===== src/sv/set_assoc_cache_hit_miss_core_macros.svh =====
// assertion macros shared by the cache tag store rtl
`ifndef SET_ASSOC_CACHE_HIT_MISS_CORE_MACROS_SVH
`define SET_ASSOC_CACHE_HIT_MISS_CORE_MACROS_SVH

// same-cycle implication
`define SCAHM_ASSERT_NOW(label, clk, rst, ante, cons) \
   label: assert property (@(posedge clk) disable iff (rst) (ante) |-> (cons)) \
      else $error("scahm assertion failed");

// next-cycle implication
`define SCAHM_ASSERT_NEXT(label, clk, rst, ante, cons) \
   label: assert property (@(posedge clk) disable iff (rst) (ante) |=> (cons)) \
      else $error("scahm assertion failed");

`endif


===== src/sv/scahm_pkg.sv =====
// shared types and constants of the cache tag store
package scahm_pkg;

   localparam int MAX_SETS   = 256;
   localparam int MAX_WAYS   = 8;
   localparam int ADDR_W     = 31;
   localparam int TAG_W      = ADDR_W;
   localparam int SET_CNT_W  = 9;
   localparam int WAY_CNT_W  = 4;
   localparam int SET_IDX_W  = $clog2(MAX_SETS);
   localparam int WAY_IDX_W  = $clog2(MAX_WAYS);
   localparam int DIV_CNT_W  = $clog2(ADDR_W);
   localparam int CSR_IDX_W  = 4;
   localparam int CSR_DATA_W = 9;
   localparam int REQ_DATA_W = ((ADDR_W + 7) / 8) * 8;
   localparam int RSP_DATA_W = 8;

   localparam logic [SET_CNT_W-1:0] SET_COUNT_RESET = SET_CNT_W'(64);
   localparam logic [WAY_CNT_W-1:0] WAY_COUNT_RESET = WAY_CNT_W'(4);

   typedef enum logic [CSR_IDX_W-1:0] {
      CSR_SET_COUNT = CSR_IDX_W'(0),
      CSR_WAY_COUNT = CSR_IDX_W'(1)
   } csr_index_type;

   typedef logic [TAG_W-1:0] tag_type;

   typedef struct packed {
      tag_type [MAX_WAYS-1:0]  tags;
      logic [MAX_WAYS-1:0]     valid;
      logic [WAY_IDX_W-1:0]    victim;
   } set_row_type;

   typedef struct packed {
      logic                    done;
      tag_type                 quotient;
      logic [SET_IDX_W-1:0]    remainder;
   } div_result_type;

endpackage


===== src/sv/scahm_way_select.sv =====
// tag compare, fill way choice and round-robin victim update for one set
module scahm_way_select import scahm_pkg::*; (
   input  set_row_type           row,
   input  tag_type               tag,
   input  logic [WAY_CNT_W-1:0]  ways,
   output logic                  hit,
   output set_row_type           new_row
);

   logic                   free_found;
   logic [WAY_IDX_W-1:0]   free_way;
   logic [WAY_IDX_W-1:0]   victim;
   logic [WAY_IDX_W-1:0]   victim_next;
   logic                   in_use;

   always_comb begin
      hit        = 1'b0;
      free_found = 1'b0;
      free_way   = '0;
      in_use     = 1'b0;
      for (int w = 0; w < MAX_WAYS; w++) begin
         in_use = WAY_CNT_W'(w) < ways;
         if (in_use && row.valid[w] && row.tags[w] == tag) begin
            hit = 1'b1;
         end
         if (in_use && !row.valid[w] && !free_found) begin
            free_found = 1'b1;
            free_way   = WAY_IDX_W'(w);
         end
      end

      // pointer may be stale after the way count shrank
      victim = row.victim;
      for (int i = 0; i < MAX_WAYS - 1; i++) begin
         if (WAY_CNT_W'(victim) >= ways) begin
            victim = WAY_IDX_W'(WAY_CNT_W'(victim) - ways);
         end
      end
      if (WAY_CNT_W'(victim) + WAY_CNT_W'(1) == ways) begin
         victim_next = '0;
      end else begin
         victim_next = victim + WAY_IDX_W'(1);
      end

      new_row = row;
      if (!hit) begin
         if (free_found) begin
            new_row.valid[free_way] = 1'b1;
            new_row.tags[free_way]  = tag;
         end else begin
            new_row.valid[victim] = 1'b1;
            new_row.tags[victim]  = tag;
            new_row.victim        = victim_next;
         end
      end
   end

endmodule


===== config.mk =====
export PLATFORM = sky130hd
export DESIGN_NAME = scahm_way_select
export DESIGN_NICKNAME = d
export VERILOG_FILES = /design/src/sv/set_assoc_cache_hit_miss_core_macros.svh /design/src/sv/scahm_pkg.sv /design/src/sv/scahm_way_select.sv
export SDC_FILE = /design/constraint.sdc
export NUM_CORES = 1
export LEC_CHECK = 0
export BUFFER_PORTS_ARGS = -buffer_cell sky130_fd_sc_hd__buf_4
export CAP_MARGIN = 40
export CORE_AREA = 5 5 209 211
export DETAILED_ROUTE_END_ITERATION = 10
export DIE_AREA = 0 0 214 216
export SLEW_MARGIN = 0
export SYNTH_ARGS = -nofsm -noshare
export SYNTH_HDL_FRONTEND = slang
export SYNTH_SLANG_ARGS = --single-unit

===== constraint.sdc =====
create_clock -name vclk -period 20.2
set_clock_uncertainty 0.1 [all_clocks]
set_input_delay 2.02 -clock vclk [all_inputs]
set_output_delay 2.02 -clock vclk [all_outputs]
set_load 0.03 [all_outputs]

; ---- After elaboration in Yosys (flattened, before gate mapping)
; Cells that the tools add are included.
[totals]
regBits = 0
inputBits = 294
elab_cells = 131
output_inout_bits = 260
[op_classes]
n_eq_ne = 9
order_cmp = 19
mux = 44
bitwise_logic = 2
n_addsub = 9
n_reduce_logical = 48
[op_table]
columns = op, n
row1 = 248-bit bitwise mux, 2
row2 = 259-bit 2-to-1 mux, 1
row3 = 256-bit 2-to-1 mux, 1
row4 = 31-bit equality test, 8
row5 = 31-bit demux with 3-bit select, 2
row6 = 31-bit 2-to-1 mux, 2
row7 = 3-bit 2-to-1 mux, 15
row8 = 1-bit logical AND, 33
row9 = 3-bit by 4-bit greater-or-equal comparator with 1-bit output, 7
row10 = 3-bit subtractor, 7
row11 = 1-bit 2-to-1 mux, 19
row12 = 3-bit by 4-bit < comparator with 1-bit output (first input constant), 4
row13 = 8-bit bitwise OR, 2
row14 = 1-bit zero test, 15
row15 = 1-bit by 4-bit < comparator with 1-bit output (first input constant), 2
row16 = 2-bit by 4-bit < comparator with 1-bit output (first input constant), 2
row17 = 3-bit by 4-bit < comparator with 1-bit output (second input constant), 2
row18 = 1-bit demux with 3-bit select, 2
row19 = 3-bit by 1-bit greater-or-equal comparator with 1-bit output (second input constant), 2
row20 = 3-bit by 1-bit adder with 4-bit output (second input constant), 1
row21 = 4-bit equality test, 1
row22 = 3-bit by 1-bit adder with 3-bit output (second input constant), 1

; ---- Logic depth before layout (Yosys ltp)
[logic_depth]
ltp_word = 31
mapped_depth = 47

; ---- Worst setup path before layout
; Ideal clock, no wire load.
[synth_timing]
path_kind = input-to-output
startpoint = input port ways[2]
endpoint = output port new_row[168] (netlist name)
arrival_time_ns = 13.144
path_stages = 43
path_slack_ns = 4.936
n_path_buf = 3
required_time_ns = 18.080
path_cell_list = clkbuf_1 > inv_1 > ha_1 > nor2_1 > nor3_1 > mux2i_1 > inv_1 > ha_1 > fa_1 > a311oi_2 > mux2i_1 > ha_1 > fa_1 > nor2b_1 > a211oi_2 > mux2_2 > ha_1 > fa_1 > [... 7 more ...] > o21ai_0 > inv_1 > fa_1 > a311oi_1 > nor2_1 > a21o_1 > ha_1 > fa_1 > a21bo_2 > a21oi_1 > or2_1 > mux2_2 > or3_1 > buf_2 > or3_4 > a21oi_4 > buf_6 > mux2_4
[synth_lines]
columns = element, line_no
row1 = from (decl), scahm_way_select.sv:5  ; input logic [WAY_CNT_W-1:0] ways,
row2 = to (decl), scahm_way_select.sv:7  ; output set_row_type new_row

==> results.txt <==
Crit path DAT = 15210 ps
Post-Synthesis Cells = 1219
Detailed-router iteration count before antenna repair = 5
Min Tclk post-route = 17330 ps
Setup Viol. Count Final = 0
Total area of sequential cells = 0 µm²
Required @ worst endpoint = 18080 ps
Initial antenna violation count = 3
Routed vias/inst = 5.55
Post-CTS Setup Repair Bufs = 0
CP delay by family, top = adder cells
Routability Congestion = 0.954
Hold-fix buffers, CTS = 0
Power Total = 796 µW
Largest net degree at the start of global routing = 70
Vias in the first global route = 12400
M1 WL = 25.5 mm
Setup TNS = 0 ps
Total track usage = 0.261
Leakage = 5.95 nW
Core area = 0.0416 mm²
Slew margin rel. = 0.341
Layout cell share with drive strength beyond 1 = 0.455
Syn avg cell area = 7.99 µm²
Worst path most repeated cell = ha_1
Final max-slew violation count = 0
Max VDD drop = 0.000117 V
Crit path max-delay cell type = a311oi_1
GRT Residual Overflow = 0
Seq/Total Area, Yosys = 0
Port Buf Inserts = 554
Area grow syn2layout = 44.6%
Die area = 0.0462 mm²
Status = completed
Final critical-path share of the clock period = 0.858
Die Width = 214 µm
CP startpoint kind = input pin
Worst setup EP type = output pin
Synthesized area = 0.00974 mm²
Pin slew with the least headroom to its limit = 980 ps
IO Pins = 554
Final Hold Vio Count = 0
Max-cap violations = 0
Avg WL per Cell = 29.7 µm
Fin nets = 1989
Max FO, Critical Path = 33
Crit-path max cell delay = 560 ps
Number of routed nets with antenna violations = 0
Worst Hold Class = input pin to output pin
Cell Rows = 75
Synth Net Count = 1542
CP Buf/Inv Count = 6
Via Count = 12200
DRT Wirelength = 65.5 mm
Clock buffers = 0
Cell variety after synth = 87
Met3 routed WL = 5.78 mm
RSZ-0062 raised after global routing = no
FFs & Latches = 0
CP Class = input pin to output pin
Number of gates resized after CTS = 0
DP HPWL = 51.8 mm
Remaining routing DRC violations = 0
Initial Util = 0.234
Fmax = 57.7 MHz
Synth Warn # = 0
First-pass GRT wire length = 91.0 mm
Met2 WL post-DR = 31.4 mm
Max layer used = met4
1st-iter DRT viols = 941
Die height = 216 µm
Power per cell area = 56.5 mW/mm²
-- final cells by class --
type / count / area, µm²
fillers: 4410 / 27500
diodes: 3 / 7.51
repair buffers: 569 / 4310
well taps: 539 / 674
inverters: 22 / 82.6
multi-input cells: 1073 / 9020
-- power by group --
group | total [mW] | switching, mW | internal [mW]
Clock | 0.0000000163 | 0 | 0.0000000163
Sequential | 0 | 0 | 0
Combinational | 0.796 | 0.496 | 0.299
-- layer usage --
layer / vias up / global-route usage
li1: 5355 / -
met1: 5954 / 0.319
met2: 823 / 0.455
met3: 102 / 0.0565
met4: 0 / 0.0930
met5: - / 0
-- Yosys cell counts (7+ instances only) --
library cell / n / share of area
nand2_1: 140 / 0.054
xnor2_1: 140 / 0.13
o211ai_1: 127 / 0.098
mux2_4: 117 / 0.18
xor2_1: 115 / 0.10
buf_2: 59 / 0.030
nand4_1: 51 / 0.033
nor4_1: 44 / 0.028
mux2_2: 40 / 0.046
clkbuf_1: 38 / 0.015
mux2_1: 33 / 0.038
nor2_1: 31 / 0.012
nor3_1: 24 / 0.012
ha_1: 22 / 0.028
inv_1: 21 / 0.0081
buf_6: 18 / 0.021
a21oi_1: 13 / 0.0067
nand3_1: 13 / 0.0067
o21ai_0: 12 / 0.0062
buf_1: 8 / 0.0031
nand2b_1: 8 / 0.0051
nor4b_1: 8 / 0.0072
fa_1: 7 / 0.014
mux2i_1: 7 / 0.0072
nor2b_1: 7 / 0.0045
-- placed cells by master, fill, tap and decap left out, types with 3 or more instances in the layout --
cell type,netlist,routed
nand4b_1,5,5
nand4_1,51,51
mux2_1,33,33
and3_1,4,4
xor2_1,115,115
or2_1,3,3
o211ai_1,127,127
a211oi_1,3,3
a21oi_1,13,13
a31oi_1,5,4
xnor2_1,140,140
o21bai_1,4,4
o21ai_0,12,12
mux2i_1,7,7
mux2_4,117,117
nor4b_1,8,8
or3_1,5,5
diode_2,0,3
mux2_2,40,40
o21a_1,3,3
nand3b_1,5,5
nor2b_1,7,7
nand2_1,140,140
nor3_1,24,24
fa_1,7,7
nand3_1,13,13
nor4_1,44,44
a22oi_1,3,3
or4_1,5,5
ha_1,22,22
nand2b_1,8,8
a21oi_4,2,3
a21o_1,5,5
buf_4,1,566
or4b_2,3,3
nor2_1,31,31
inv_1,21,21
-- final timing paths --
check	start	end	slack (ps)	cells after the start
min	row[84]	new_row[84]	4290	3
max	ways[1]	new_row[167]	2870	43
-- kinds of logic after synthesis --
logic type	share of synthesized area
AO/OA/AOI/OAI	0.168
buffers and inverters	0.0781
adder cells (fa/ha/maj)	0.0426
AND/OR/NAND/NOR	0.208
XOR/XNOR	0.232
multiplexers	0.272
-- metrics by stage --
step / area (µm²) / hold slack (ps) / std cells / utilization / setup slack, ps
after global placement: 14000 / 4290 / 2200 / 0.337 / 3070
after detailed placement: 14100 / 4290 / 2203 / 0.339 / 2920
after global routing: 14100 / 4300 / 2205 / 0.339 / 1930
final: 14100 / 4290 / 2206 / 0.339 / 2870
after CTS: 14100 / 4290 / 2203 / 0.339 / 2890
after floorplan: 9740 / 4120 / 1219 / - / 4940
-- tightest hold or removal path, stage by stage --
cell    delay (ps)
buf_4           90
mux2_1         120
buf_4          150
No activity file was read; power rests on OpenSTA's default activity.
