$ cat src/sv/set_assoc_cache_hit_miss_core_macros.svh
// assertion macros shared by the cache tag store rtl
`ifndef SET_ASSOC_CACHE_HIT_MISS_CORE_MACROS_SVH
`define SET_ASSOC_CACHE_HIT_MISS_CORE_MACROS_SVH

// same-cycle implication
`define SCAHM_ASSERT_NOW(label, clk, rst, ante, cons) \
   label: assert property (@(posedge clk) disable iff (rst) (ante) |-> (cons)) \
      else $error("scahm assertion failed");

// next-cycle implication
`define SCAHM_ASSERT_NEXT(label, clk, rst, ante, cons) \
   label: assert property (@(posedge clk) disable iff (rst) (ante) |=> (cons)) \
      else $error("scahm assertion failed");

`endif

$ cat src/sv/scahm_pkg.sv
// shared types and constants of the cache tag store
package scahm_pkg;

   localparam int MAX_SETS   = 256;
   localparam int MAX_WAYS   = 8;
   localparam int ADDR_W     = 31;
   localparam int TAG_W      = ADDR_W;
   localparam int SET_CNT_W  = 9;
   localparam int WAY_CNT_W  = 4;
   localparam int SET_IDX_W  = $clog2(MAX_SETS);
   localparam int WAY_IDX_W  = $clog2(MAX_WAYS);
   localparam int DIV_CNT_W  = $clog2(ADDR_W);
   localparam int CSR_IDX_W  = 4;
   localparam int CSR_DATA_W = 9;
   localparam int REQ_DATA_W = ((ADDR_W + 7) / 8) * 8;
   localparam int RSP_DATA_W = 8;

   localparam logic [SET_CNT_W-1:0] SET_COUNT_RESET = SET_CNT_W'(64);
   localparam logic [WAY_CNT_W-1:0] WAY_COUNT_RESET = WAY_CNT_W'(4);

   typedef enum logic [CSR_IDX_W-1:0] {
      CSR_SET_COUNT = CSR_IDX_W'(0),
      CSR_WAY_COUNT = CSR_IDX_W'(1)
   } csr_index_type;

   typedef logic [TAG_W-1:0] tag_type;

   typedef struct packed {
      tag_type [MAX_WAYS-1:0]  tags;
      logic [MAX_WAYS-1:0]     valid;
      logic [WAY_IDX_W-1:0]    victim;
   } set_row_type;

   typedef struct packed {
      logic                    done;
      tag_type                 quotient;
      logic [SET_IDX_W-1:0]    remainder;
   } div_result_type;

endpackage

$ cat src/sv/scahm_divider.sv
// iterative restoring divider, one quotient bit per cycle
module scahm_divider import scahm_pkg::*; (
   input  logic                  clock,
   input  logic                  reset,
   input  logic                  start,
   input  logic [ADDR_W-1:0]     dividend,
   input  logic [SET_CNT_W-1:0]  divisor,
   output div_result_type        result
);

   logic                   busy_ff, busy_in;
   logic                   done_ff, done_in;
   logic [DIV_CNT_W-1:0]   count_ff, count_in;
   logic [ADDR_W-1:0]      quot_ff, quot_in;
   logic [SET_IDX_W-1:0]   rem_ff, rem_in;
   logic [SET_CNT_W-1:0]   divisor_ff, divisor_in;
   logic [SET_IDX_W:0]     partial;
   logic [SET_IDX_W:0]     diff;
   logic                   ge;

   always_comb begin
      partial    = {rem_ff, quot_ff[ADDR_W-1]};
      ge         = partial >= (SET_IDX_W+1)'(divisor_ff);
      diff       = partial - (SET_IDX_W+1)'(divisor_ff);
      busy_in    = busy_ff;
      done_in    = 1'b0;
      count_in   = count_ff;
      quot_in    = quot_ff;
      rem_in     = rem_ff;
      divisor_in = divisor_ff;
      if (start) begin
         busy_in    = 1'b1;
         count_in   = DIV_CNT_W'(ADDR_W - 1);
         quot_in    = dividend;
         rem_in     = '0;
         divisor_in = divisor;
      end else if (busy_ff) begin
         quot_in  = {quot_ff[ADDR_W-2:0], ge};
         rem_in   = ge ? diff[SET_IDX_W-1:0] : partial[SET_IDX_W-1:0];
         count_in = count_ff - DIV_CNT_W'(1);
         if (count_ff == '0) begin
            busy_in = 1'b0;
            done_in = 1'b1;
         end
      end
   end

   always_ff @(posedge clock) begin
      if (reset) begin
         busy_ff <= 1'b0;
         done_ff <= 1'b0;
      end else begin
         busy_ff <= busy_in;
         done_ff <= done_in;
      end
      count_ff   <= count_in;
      quot_ff    <= quot_in;
      rem_ff     <= rem_in;
      divisor_ff <= divisor_in;
   end

   assign result.done      = done_ff;
   assign result.quotient  = quot_ff;
   assign result.remainder = rem_ff;

endmodule

$ cat config.mk
export PLATFORM = sky130hd
export DESIGN_NAME = scahm_divider
export DESIGN_NICKNAME = d
export VERILOG_FILES = /design/src/sv/set_assoc_cache_hit_miss_core_macros.svh /design/src/sv/scahm_pkg.sv /design/src/sv/scahm_divider.sv
export SDC_FILE = /design/constraint.sdc
export NUM_CORES = 1
export LEC_CHECK = 0
export ABC_AREA = 1
export BUFFER_PORTS_ARGS = -buffer_cell sky130_fd_sc_hd__buf_2
export CAP_MARGIN = 10
export CORE_UTILIZATION = 45
export DETAILED_ROUTE_END_ITERATION = 10
export PLACE_DENSITY_LB_ADDON = 0.08
export SETUP_SLACK_MARGIN = 0.02
export SLEW_MARGIN = 25
export SYNTH_ARGS = -nofsm -noshare
export SYNTH_HDL_FRONTEND = slang
export SYNTH_SLANG_ARGS = --single-unit
$ cat constraint.sdc
create_clock -name clock -period 1.5 [get_ports clock]
set_input_delay 0.075 -clock clock [delete_from_list [all_inputs] [get_ports clock]]
set_output_delay 0.075 -clock clock [all_outputs]
set_load 0.005 [all_outputs]
## After elaboration in Yosys (flattened, before gate mapping)

Index checks and enable logic that the tools add are counted.
Widths: inputs -> output; s select.

| storage, ports and cells | value |
|---|---|
| flip-flop bits (word level) | 55 |
| input bits | 43 |
| output and inout port bits | 40 |
| word-level logic and storage cells | 20 |

| operators by class | value |
|---|---|
| $add $sub $neg | 2 |
| magnitude comparators | 1 |
| muxes and demuxes | 7 |
| bitwise logic cells | 1 |
| reduce and logical (&&, ||, !) cells | 3 |

Operators by type and width:

| cell | count |
|---|---|
| $mux 31 | 2 |
| $ge 9x9->1 | 1 |
| $mux 8 | 1 |
| $sub 8x8->8 | 1 |
| $logic_not 5->1 | 1 |
| $sub 5x1->5 const B | 1 |
| $mux 1 | 4 |
| $reduce_or 3->1 | 1 |
| $reduce_bool 2->1 | 1 |
| $not 1->1 | 1 |

## Longest topological paths before layout

Gate-level depths: netlist of the first run.

| logic depth | value |
|---|---|
| depth after elaboration | 4 |
| gate-level depth with buffers | 13 |
| gate-level depth less buffers | 13 |

## Worst setup path before layout of the first run

OpenSTA, ideal clock, no wires.

| timing | value |
|---|---|
| kind | register to register |
| from | register quot_ff[30] |
| to | register rem_ff[4] |
| data arrival time | 1477 ps |
| setup slack | -90 ps |
| cell stages (with the launch flop) | 9 |
| cell sequence | edfxtp_1 inv_1 ha_1 fa_1 o21bai_1 xnor2_1 nand2_1 nand3_1 nand2_1 |

| between the ends | value |
|---|---|
| word-level cells in the longest chain between the ends | 2 |

RTL lines:

| item | RTL line | source |
|---|---|---|
| from (decl) | scahm_divider.sv:14 | `logic [ADDR_W-1:0] quot_ff, quot_in;` |
| from (signal assigned) | scahm_divider.sv:57 | `quot_ff <= quot_in;` |
| $sub 8x8->8 / $ge 9x9->1 (equally long branches) | scahm_divider.sv:24, scahm_divider.sv:23 |  |
| $mux 8 * | scahm_divider.sv:39 | `rem_in = ge ? diff[SET_IDX_W-1:0] : partial[SET_IDX_W-1:0];` |
| to (signal assigned) | scahm_divider.sv:58 | `rem_ff <= rem_in;` |
| to (decl) | scahm_divider.sv:15 | `logic [SET_IDX_W-1:0] rem_ff, rem_in;` |

Mark *: on every way between the ends. The rest lies on a longest branch, timed or not.
A chain may end at the register's enable or synchronous reset.

## Worst setup path after layout of the first run

| timing | value |
|---|---|
| from | register divisor_ff[6] |
| to | register quot_ff[0], data pin |

| between the ends | value |
|---|---|
| word-level cells in the longest chain between the ends | 3 |

RTL lines:

| item | RTL line | source |
|---|---|---|
| from (decl) | scahm_divider.sv:16 | `logic [SET_CNT_W-1:0] divisor_ff, divisor_in;` |
| from (signal assigned) | scahm_divider.sv:59 | `divisor_ff <= divisor_in;` |
| $ge 9x9->1 | scahm_divider.sv:23 | `ge = partial >= (SET_IDX_W+1)'(divisor_ff);` |
| $mux 31 | scahm_divider.sv:37 | `end else if (busy_ff) begin` |
| $mux 31 | scahm_divider.sv:31 | `if (start) begin` |
| net quot_in[0] | scahm_divider.sv:14 |  |

The timed path passes the listed nets, and every way through them passes these cells. The select of a mux whose other input is x is not followed.

==> impl_metrics.ini, run 1 <==
[status]
run_status = finished with violations
violations = setup timing

[critical_path]
cp_slowest_cell = edfxtp_1
worstSetupPathType = flip-flop to flip-flop
reg2reg_from = divisor_ff[6]$_DFFE_PP_
end_kind = flip-flop
r2r_end = quot_ff[0]$_DFFE_PP_
start_kind = flip-flop
r2r_setup_slack_ps = -170
crit_family = simple AND/OR/NAND/NOR gates
cp_num_buf_inv = 1
cp_max_fo = 5
ff2ff_path_depth = 8
cp_slowest_stage_delay_ps = 390
path_cells = inv_2 > ha_4 > nand2_4 > nand2_4 > a21oi_4 > nand2_2 > nor2_4 > a31oi_2
crit_path_frequent_cell = nand2_4
worstPathArrival_ps = 1720
crit_required_ps = 1540

[timing]
fin_crit_sh_pct = 111.6
worst_slew_pin_slew_ps = 443.7
clock.fmax_mhz = 597.1
rsz0062_at_grt = true
setup_viol = 9
slew_headroom_pct = 70.39
hold_viol_final = 0
fin_worst_skew_ps = 7.655
min_period_ps = 1675
slew_viol_final = 0
final.setup.worst_slack_ps = -174.7

[global_routing]
grt_pass1_wl_um = 11270
grt_max_degree = 32
antenna_found_initial = 0
grtUsageTotal_pct = 22.73
grt.overflow.total = 0
grt_pass1_vias = 2494

[route]
vias = 2570
drc = 0
vias_per_cell = 4.877
drt-pass1-iter-count = 6
wl_per_cell_um = 13.17
routed_wl_um = 6940
antenna_left = 0
dr.first_iter.drc_count = 107

[clocking]
clkLatencyLatePin_ps = 300
htree_levels = 2
clockBufferDepth = 2
cts_sinks = 55
numCtsBuffers = 5
tritoncts = built
clkTransAtPathRegs_ps = 100
ctsRootBufferMaster = clkbuf_8

[power_and_ir_drop]
finalPower_uw = 3465
p_leak_uw = 0.001962
combPwrFrac_pct = 19.3
p_clk_share_pct = 27.6
p_per_area_mw_per_mm2 = 876.7
p_int_uw = 2583
p_seq_share_pct = 53.1
vdd_drop_max_v = 0.0005886
p_sw_share_pct = 25.47
p_sw_uw = 882.7

[logic_synthesis]
synth_common_cells = nand2_1 (150), edfxtp_1 (40), inv_1 (34)
ys_types = 33
ys_seq_area_share_pct = 53.50
synth-edff-count = 40
avgSynthCellArea_um2 = 8.479
synthCells = 331
netlist.area_leader.share_pct = 42.80
synth_nets = 385
syn_area_mm2 = 0.002806
yosys.area.top_type = edfxtp_1
synth_most_common_cell = nand2_1
yosys_register_bits = 55
synth_area_leaders = edfxtp_1 (43%), nand2_1 (20%), dfxtp_1 (11%), inv_1 (4.5%), ha_1 (4.5%)
async_reset_ff_share_pct = 0
ys_warn_count = 0
ys.flop_type = edfxtp_1

[die]
die_x_um = 80.97
fp.dieH_um = 80.97
core_area_mm2 = 0.005956
ioPinCount = 83
dieArea_mm2 = 0.006556
num_rows = 28
initial_utilization_pct = 47.12

[job]
maxCapViolations = 0

[layout]
diodes = 0
drive_above_1_share_pct = 38.05
synthToLayoutAreaGrowth_pct = 40.84
layout.nets = 506
stdcell_area_mm2 = 0.003953
fin_cells = 527

[placement]
numPortBuffers = 82
dp_hpwl_um = 4621
placed_area_mm2 = 0.003558
routabilityCongestion = 0.8398
dpl.cell_count = 506

[hold_path]
hp-start = dividend[20]
hp-class = primary input to flip-flop
whs_path_depth = 3
holdPathEnd = quot_ff[20]$_DFFE_PP_
## power by group through the flow
stage | clock network (µW) | registers [µW] | logic (µW)
2_1_floorplan | 0 | 1870 | 304
3_3_place_gp | 0 | 1870 | 577
3_5_place_dp | 0 | 1860 | 588
4_1_cts | 981 | 1840 | 649
5_1_grt | 1040 | 1850 | 747
6_report | 955 | 1840 | 670
## per-layer routing
layer	global-route usage, %	vias up	wire, µm
met1	29.28	1174	3119
met5	0	-	0
met4	10.00	0	196
met3	4.607	14	371
met2	36.89	81	3253
li1	-	1301	-
## sequential cells by signal (all words and copies together), names as in the netlist
register / count
quot_ff: 31
divisor_ff: 9
rem_ff: 8
count_ff: 5
busy_ff: 1
done_ff: 1
## how the worst max path moves through the flow
stage	end	slack, ps	cells past startpoint	startpoint
2_1_floorplan	rem_ff[4]$_SDFFE_PP0P_	-30	8	quot_ff[30]$_DFFE_PP_
3_3_place_gp	quot_ff[0]$_DFFE_PP_	-150	8	divisor_ff[2]$_DFFE_PP_
3_5_place_dp	quot_ff[0]$_DFFE_PP_	-180	8	divisor_ff[6]$_DFFE_PP_
4_1_cts	quot_ff[0]$_DFFE_PP_	-50	8	divisor_ff[6]$_DFFE_PP_
5_1_grt	quot_ff[0]$_DFFE_PP_	-230	8	divisor_ff[6]$_DFFE_PP_
6_report	quot_ff[0]$_DFFE_PP_	-170	8	divisor_ff[6]$_DFFE_PP_
## cells by family after synthesis
group / synth area share, %
simple gates: 31.52
flops: 53.50
xor+xnor: 0.9364
fa+ha+maj: 5.172
buf+inv: 6.108
compound gates: 2.764
## placed cells by master, fill, tap and decap left out, drive strengths merged
master | netlist | routed
o21bai | 1 | 1
o21ai | 3 | 3
nand2 | 154 | 154
buf | 6 | 111
inv | 35 | 34
dfxtp | 15 | 15
xnor2 | 1 | 1
nor3 | 1 | 1
or2 | 1 | 1
bufinv | 0 | 1
clkbuf | 3 | 6
edfxtp | 40 | 40
clkinvlp | 0 | 1
nor2 | 20 | 21
nand3b | 7 | 7
ha | 10 | 10
xor2 | 2 | 2
nor4 | 1 | 1
nand4 | 2 | 2
a22oi | 1 | 1
a31oi | 1 | 1
o211ai | 1 | 1
nand3 | 19 | 20
dlygate4sd3 | 0 | 10
fa | 1 | 1
a21oi | 6 | 6
## cell type report
| cell class | instances | area (µm²) |
|---|---|---|
| clock inverters | 1 | 30.03 |
| repair buffers | 121 | 740.7 |
| inverters | 35 | 137.6 |
| fillers | 529 | 2003 |
| multi-input cells | 234 | 1374 |
| clock buffers | 6 | 72.57 |
| flip-flops and latches | 55 | 1504 |
| well taps | 75 | 93.84 |
## through the flow
step / utilization [%] / setup TNS [ps] / setup slack (ps) / hold WS (ps)
after floorplan: - / -35.92 / -31.68 / 152.1
after global placement: 59.75 / -1103 / -151.6 / 251.9
after detailed placement: 59.75 / -1275 / -176.5 / 253.7
after CTS: 65.63 / -322.6 / -53.52 / 22.51
after global routing: 66.37 / -1696 / -230.7 / 30.08
final: 66.37 / -821.5 / -174.7 / 32.02
## worst register-to-register path: cells and delay by family, from the launching register on
family | cells | cell delay (ps)
adders and majority gates | 1 | 220
DFF | 1 | 390
AOI/OAI and AO/OA | 2 | 270
buffers and inverters | 1 | 80
and+or+nand+nor | 4 | 460
## repair_timing
| action | in CTS | in global routing |
|---|---|---|
| cloned | 2 | 0 |
| endpoints found under the hold margin | 10 | 0 |
| gates resized for setup | 29 | 11 |
| hold buffers | 10 | 0 |
| pin swaps | 15 | 13 |
| setup buffers | 2 | 0 |
| setup endpoints to repair | 9 | 9 |
Power figures use the tool's default switching activity.
==> run 2, diff against run 1 <==
--- a/config.mk
+++ b/config.mk
@@ -11,6 +11,7 @@
 export CORE_UTILIZATION = 45
 export DETAILED_ROUTE_END_ITERATION = 10
 export PLACE_DENSITY_LB_ADDON = 0.08
+export RECOVER_POWER = 100
 export SETUP_SLACK_MARGIN = 0.02
 export SLEW_MARGIN = 25
 export SYNTH_ARGS = -nofsm -noshare
==> run 2 against run 1 <==
  * The run still ends with setup timing left
  * Global-route usage unchanged
  * Fmax increased by 0.15%
  * Routed wire length increased by 0.20%
  * Critical path type unchanged
  * Sequential share of layout area increased by 0.48 points
  * Clock skew increased by 1.5 ps
  * Flip-flop and latch count unchanged
  * Power decreased by 0.44%
  * Register-to-register slack about the same
  * Setup slack improved by 2.4 ps
  * Clock power about the same
  * Critical path depth unchanged
==> impl_metrics.ini, run 2 (same netlist as run 1, synthesis figures left out) <==
[job]
maxCapViolations = 0

[die]
core_area_mm2 = 0.005956
num_rows = 28
dieArea_mm2 = 0.006556
ioPinCount = 83
die_x_um = 80.97
initial_utilization_pct = 47.12
fp.dieH_um = 80.97

[timing]
slew_viol_final = 0
holdWs_ps = 32.17
final.setup.worst_slack_ps = -172.3
fin_worst_skew_ps = 9.168
hold_viol_final = 0
worst_slew_pin_slew_ps = 601.1
rsz0062_at_grt = true
slew_headroom_pct = 59.93
min_period_ps = 1672
clock.fmax_mhz = 598.0
fin_crit_sh_pct = 111.5
setup_viol = 9

[layout]
final_cell_mix = nand2_1 (141), buf_2 (68), edfxtp_1 (40), inv_1 (24), buf_4 (21)
final_common_cell = nand2_1
drive_above_1_share_pct = 33.63
synthToLayoutAreaGrowth_pct = 38.97
reg_top3 = quot_ff (31), divisor_ff (9), rem_ff (8)
top_register = quot_ff
layout.nets = 506
largest_register_ffs = 31
diodes = 0
fillerInstances = 539
stdcell_area_mm2 = 0.003900
postLayoutCoreUtil_pct = 65.48

[critical_path]
crit_required_ps = 1540
crit_family = simple AND/OR/NAND/NOR gates
crit_path_frequent_cell = nand2_4
end_kind = flip-flop
cp_num_buf_inv = 1
cp_slowest_stage_delay_ps = 390
cp_slowest_cell = edfxtp_1
start_kind = flip-flop
cp_max_fo = 5
path_cells = inv_2 > ha_4 > nand2_4 > nand2_4 > a21oi_4 > nand2_2 > nor2_4 > a31oi_2
worstSetupPathType = flip-flop to flip-flop
worstPathArrival_ps = 1710

[route]
wl_per_cell_um = 13.20
vias_per_cell = 4.901
drt-pass1-iter-count = 5
drc = 0
routed_wl_um = 6954
antenna_left = 0
vias = 2583
dr.first_iter.drc_count = 109

[status]
run_status = finished with violations
violations = setup timing

[clocking]
numCtsBuffers = 5
clkLatencyLatePin_ps = 300
cts_sinks = 55
clkTransAtPathRegs_ps = 100
tritoncts = built
ctsRootBufferMaster = clkbuf_8
htree_levels = 2
clockBufferDepth = 2

[placement]
placed_area_mm2 = 0.003558
dp_hpwl_um = 4621
numPortBuffers = 82
routabilityCongestion = 0.8398

[power_and_ir_drop]
vdd_drop_max_v = 0.0005923
p_leak_uw = 0.001894
p_per_area_mw_per_mm2 = 884.6

[global_routing]
antenna_found_initial = 0
grt_max_degree = 32
grtUsageTotal_pct = 22.73
grt_pass1_vias = 2494
grt.overflow.total = 0
grt_pass1_wl_um = 11270

[hold_path]
hp-class = primary input to flip-flop
==> run 2: cell count changes in the layout (fill, tap and decap cells not counted), sizes merged <==
cell / before / now
clkbuf: 6 / 28
buf: 111 / 89
==> run 2: layout make-up <==
| class | instances | area (µm²) | share of cell area (%) |
|---|---|---|---|
| Sequential cell | 55 | 1503 | 38.53 |
| Multi-Input combinational cell | 234 | 1374 | 35.23 |
| Timing Repair Buffer | 121 | 689.4 | 17.68 |
| Inverter | 35 | 137.6 | 3.529 |
| Tap cell | 75 | 93.84 | 2.406 |
| Clock buffer | 6 | 72.57 | 1.861 |
| Clock inverter | 1 | 30.03 | 0.7700 |
==> run 2: per-layer routing <==
| metal | vias to the layer above | track usage [%] | wire [µm] |
|---|---|---|---|
| met5 | - | 0 | 0 |
| met4 | 0 | 10.00 | 190 |
| met3 | 14 | 4.607 | 317 |
| met2 | 73 | 36.89 | 3253 |
| met1 | 1195 | 29.28 | 3192 |
| li1 | 1301 | - | - |
==> run 2: report_power, final <==
group / switching [µW] / total [µW] / internal [µW]
Combinational: 352 / 653 / 301
Clock: 465 / 956 / 490
Sequential: 65.6 / 1840 / 1780
Total: 883 / 3450 / 2570
==> run 2: worst paths after layout <==
kind,from,endpoint,slack (ps),depth (start not counted)
worst max-delay path,divisor_ff[6]$_DFFE_PP_,quot_ff[0]$_DFFE_PP_,-170,8
worst min-delay path,dividend[20],quot_ff[20]$_DFFE_PP_,30,3
worst max register to register,divisor_ff[6]$_DFFE_PP_,quot_ff[0]$_DFFE_PP_,-170,8
worst min register to register,count_ff[3]$_SDFFE_PP1P_,count_ff[3]$_SDFFE_PP1P_,490,1
==> run 2: tightest hold or removal path, stage by stage <==
cell     delay [ps]
buf_2            70
nand2_1          40
nand2_1          50
==> run 2: what timing repair did <==
action	CTS	global route
setup endpoints to repair	9	9
setup buffers	2	0
gates cloned	2	0
endpoints found under the hold margin	10	0
resized for setup	29	11
pin swaps	15	13
hold buffers	10	0
==> run 2: stage by stage <==
stage	power, µW	setup slack [ps]	instances	TNS, ps
3_3_place_gp	2444	-151.6	506	-1103
3_5_place_dp	2453	-176.5	506	-1275
2_1_floorplan	2177	-31.68	331	-35.92
4_1_cts	3468	-53.52	527	-322.6
6_report	3450	-172.3	527	-842.7
5_1_grt	3626	-230.7	527	-1693
==> run 3, diff against run 2 <==
--- a/config.mk
+++ b/config.mk
@@ -10,9 +10,9 @@
 export CAP_MARGIN = 10
 export CORE_UTILIZATION = 45
 export DETAILED_ROUTE_END_ITERATION = 10
+export HOLD_SLACK_MARGIN = 0.05
 export PLACE_DENSITY_LB_ADDON = 0.08
 export RECOVER_POWER = 100
-export SETUP_SLACK_MARGIN = 0.02
 export SLEW_MARGIN = 25
 export SYNTH_ARGS = -nofsm -noshare
 export SYNTH_HDL_FRONTEND = slang
==> run 3 against run 2 <==
  * First-iteration DRC count is 21% higher
  * Via count is 3.4% higher
  * Non-clock buffer count is 30 higher
  * The flow still finishes with violations (setup timing)
  * Setup slack better by 28 ps
  * Clock skew is 2.8 ps lower
  * Hold slack better by 110 ps
  * Sequential power hardly changed
  * Largest power group unchanged
  * Sequential share of layout area is 2.2 points lower
==> impl_metrics.ini, run 3 (same netlist as run 1, synthesis figures left out) <==
[clocking]
htree_levels = 2
tritoncts = built
clockBufferDepth = 2
clkLatencyLatePin_ps = 300
numCtsBuffers = 5
ctsRootBufferMaster = clkbuf_8
clkTransAtPathRegs_ps = 90
cts_sinks = 55

[timing]
worst_slew_pin_slew_ps = 652.8
clock.fmax_mhz = 608.2
slew_headroom_pct = 56.48
tns_ps = -788.0
fin_worst_skew_ps = 6.416
holdWs_ps = 140.6
fin_crit_sh_pct = 109.6
slew_viol_final = 0
final.setup.worst_slack_ps = -144.2
min_period_ps = 1644
hold_viol_final = 0
setup_viol = 9
rsz0062_at_grt = true

[critical_path]
reg2reg_from = divisor_ff[8]$_DFFE_PP_
cp_slowest_cell = edfxtp_1
worstPathArrival_ps = 1690
cp_num_buf_inv = 2
r2r_end = quot_ff[0]$_DFFE_PP_
cp_slowest_stage_delay_ps = 390
r2r_setup_slack_ps = -140
crit_family = simple AND/OR/NAND/NOR gates
crit_required_ps = 1550
crit_cells = 8
worstSetupPathType = flip-flop to flip-flop
end_kind = flip-flop
ff2ff_path_depth = 8
start_kind = flip-flop
cp_max_fo = 5
path_cells = inv_2 > ha_4 > nand2_2 > inv_2 > a21oi_2 > nand2_2 > nor2_4 > a31oi_1

[die]
dieArea_mm2 = 0.006556
initial_utilization_pct = 47.12
ioPinCount = 83
num_rows = 28
core_area_mm2 = 0.005956
die_x_um = 80.97
fp.dieH_um = 80.97

[placement]
dp_slack_ps = -172.6
routabilityCongestion = 0.8528
placed_area_mm2 = 0.003531
dp_hpwl_um = 4587
numPortBuffers = 82

[route]
vias = 2670
wl_per_cell_um = 13.10
drt-pass1-iter-count = 4
drc = 0
antenna_left = 0
dr.first_iter.drc_count = 132
routed_wl_um = 7312
vias_per_cell = 4.785

[layout]
top_register = quot_ff
synthToLayoutAreaGrowth_pct = 47.35
largest_register_ffs = 31
postLayoutCoreUtil_pct = 69.43
fillerInstances = 520
final_cell_mix = nand2_1 (141), buf_2 (64), edfxtp_1 (40), dlygate4sd3_1 (40), clkbuf_1 (25)
drive_above_1_share_pct = 28.57
reg_top3 = quot_ff (31), divisor_ff (9), rem_ff (8)
layout.nets = 536
diodes = 0
stdcell_area_mm2 = 0.004135
final_common_cell = nand2_1

[power_and_ir_drop]
p_leak_uw = 0.001988
vdd_drop_max_v = 0.0005392
p_per_area_mw_per_mm2 = 813.8

[status]
run_status = finished with violations
violations = setup timing

[job]
maxCapViolations = 0

[hold_path]
whs_path_depth = 3
hp-class = primary input to flip-flop
holdPathEnd = quot_ff[0]$_DFFE_PP_
hp-start = dividend[0]

[global_routing]
grt_pass1_vias = 2523
antenna_found_initial = 0
grtUsageTotal_pct = 23.71
grt.overflow.total = 0
grt_max_degree = 32
grt_pass1_wl_um = 11630
-- run 3: repair_timing --
action,CTS,global route
resized for setup,25,5
gates cloned,2,0
setup buffers,4,0
endpoints found under the setup margin,9,9
hold buffers,40,0
hold endpoints to repair,41,0
pin swaps,14,7
-- run 3: worst register-to-register path, stage by stage (launching register included) --
cell and delay, ps:
edfxtp_1 390, inv_2 80, ha_4 210, nand2_2 90
inv_2 60, a21oi_2 150, nand2_2 120, nor2_4 200
a31oi_1 110
-- run 3: cell type report --
cell class | count | area, µm² | share of cell area, %
Timing Repair Buffer | 151 | 984.7 | 23.81
Clock inverter | 1 | 8.758 | 0.2118
Tap cell | 75 | 93.84 | 2.269
Clock buffer | 7 | 76.32 | 1.846
Sequential cell | 55 | 1501 | 36.31
Multi-Input combinational cell | 234 | 1335 | 32.28
Inverter | 35 | 135.1 | 3.268
-- run 3: how the worst max path moves through the flow --
stage	to	slack, ps	startpoint
after global placement	quot_ff[0]$_DFFE_PP_	-170	divisor_ff[2]$_DFFE_PP_
after CTS	quot_ff[0]$_DFFE_PP_	-80	divisor_ff[6]$_DFFE_PP_
after floorplan	rem_ff[4]$_SDFFE_PP0P_	-30	quot_ff[30]$_DFFE_PP_
final	quot_ff[0]$_DFFE_PP_	-140	divisor_ff[8]$_DFFE_PP_
after detailed placement	quot_ff[0]$_DFFE_PP_	-170	divisor_ff[2]$_DFFE_PP_
after global routing	rem_ff[4]$_SDFFE_PP0P_	-260	divisor_ff[6]$_DFFE_PP_
-- run 3: through the flow --
| step | power (µW) | instances |
|---|---|---|
| after CTS | 3411 | 558 |
| after global placement | 2441 | 504 |
| after floorplan | 2177 | 331 |
| final | 3365 | 558 |
| after global routing | 3538 | 558 |
| after detailed placement | 2449 | 504 |
-- run 3: per-layer routing --
metal	part of all wire [%]	vias up	global-route usage [%]
met5	0	-	0
met3	3.4	4	3.933
met1	44	1237	30.04
li1	-	1364	-
met2	51	65	40.42
met4	1.2	0	8.929
-- run 3: where the power goes --
group | internal, µW | switching, µW
clock | 338 | 479
sequential | 1780 | 69.4
combinational | 347 | 356
total | 2460 | 905
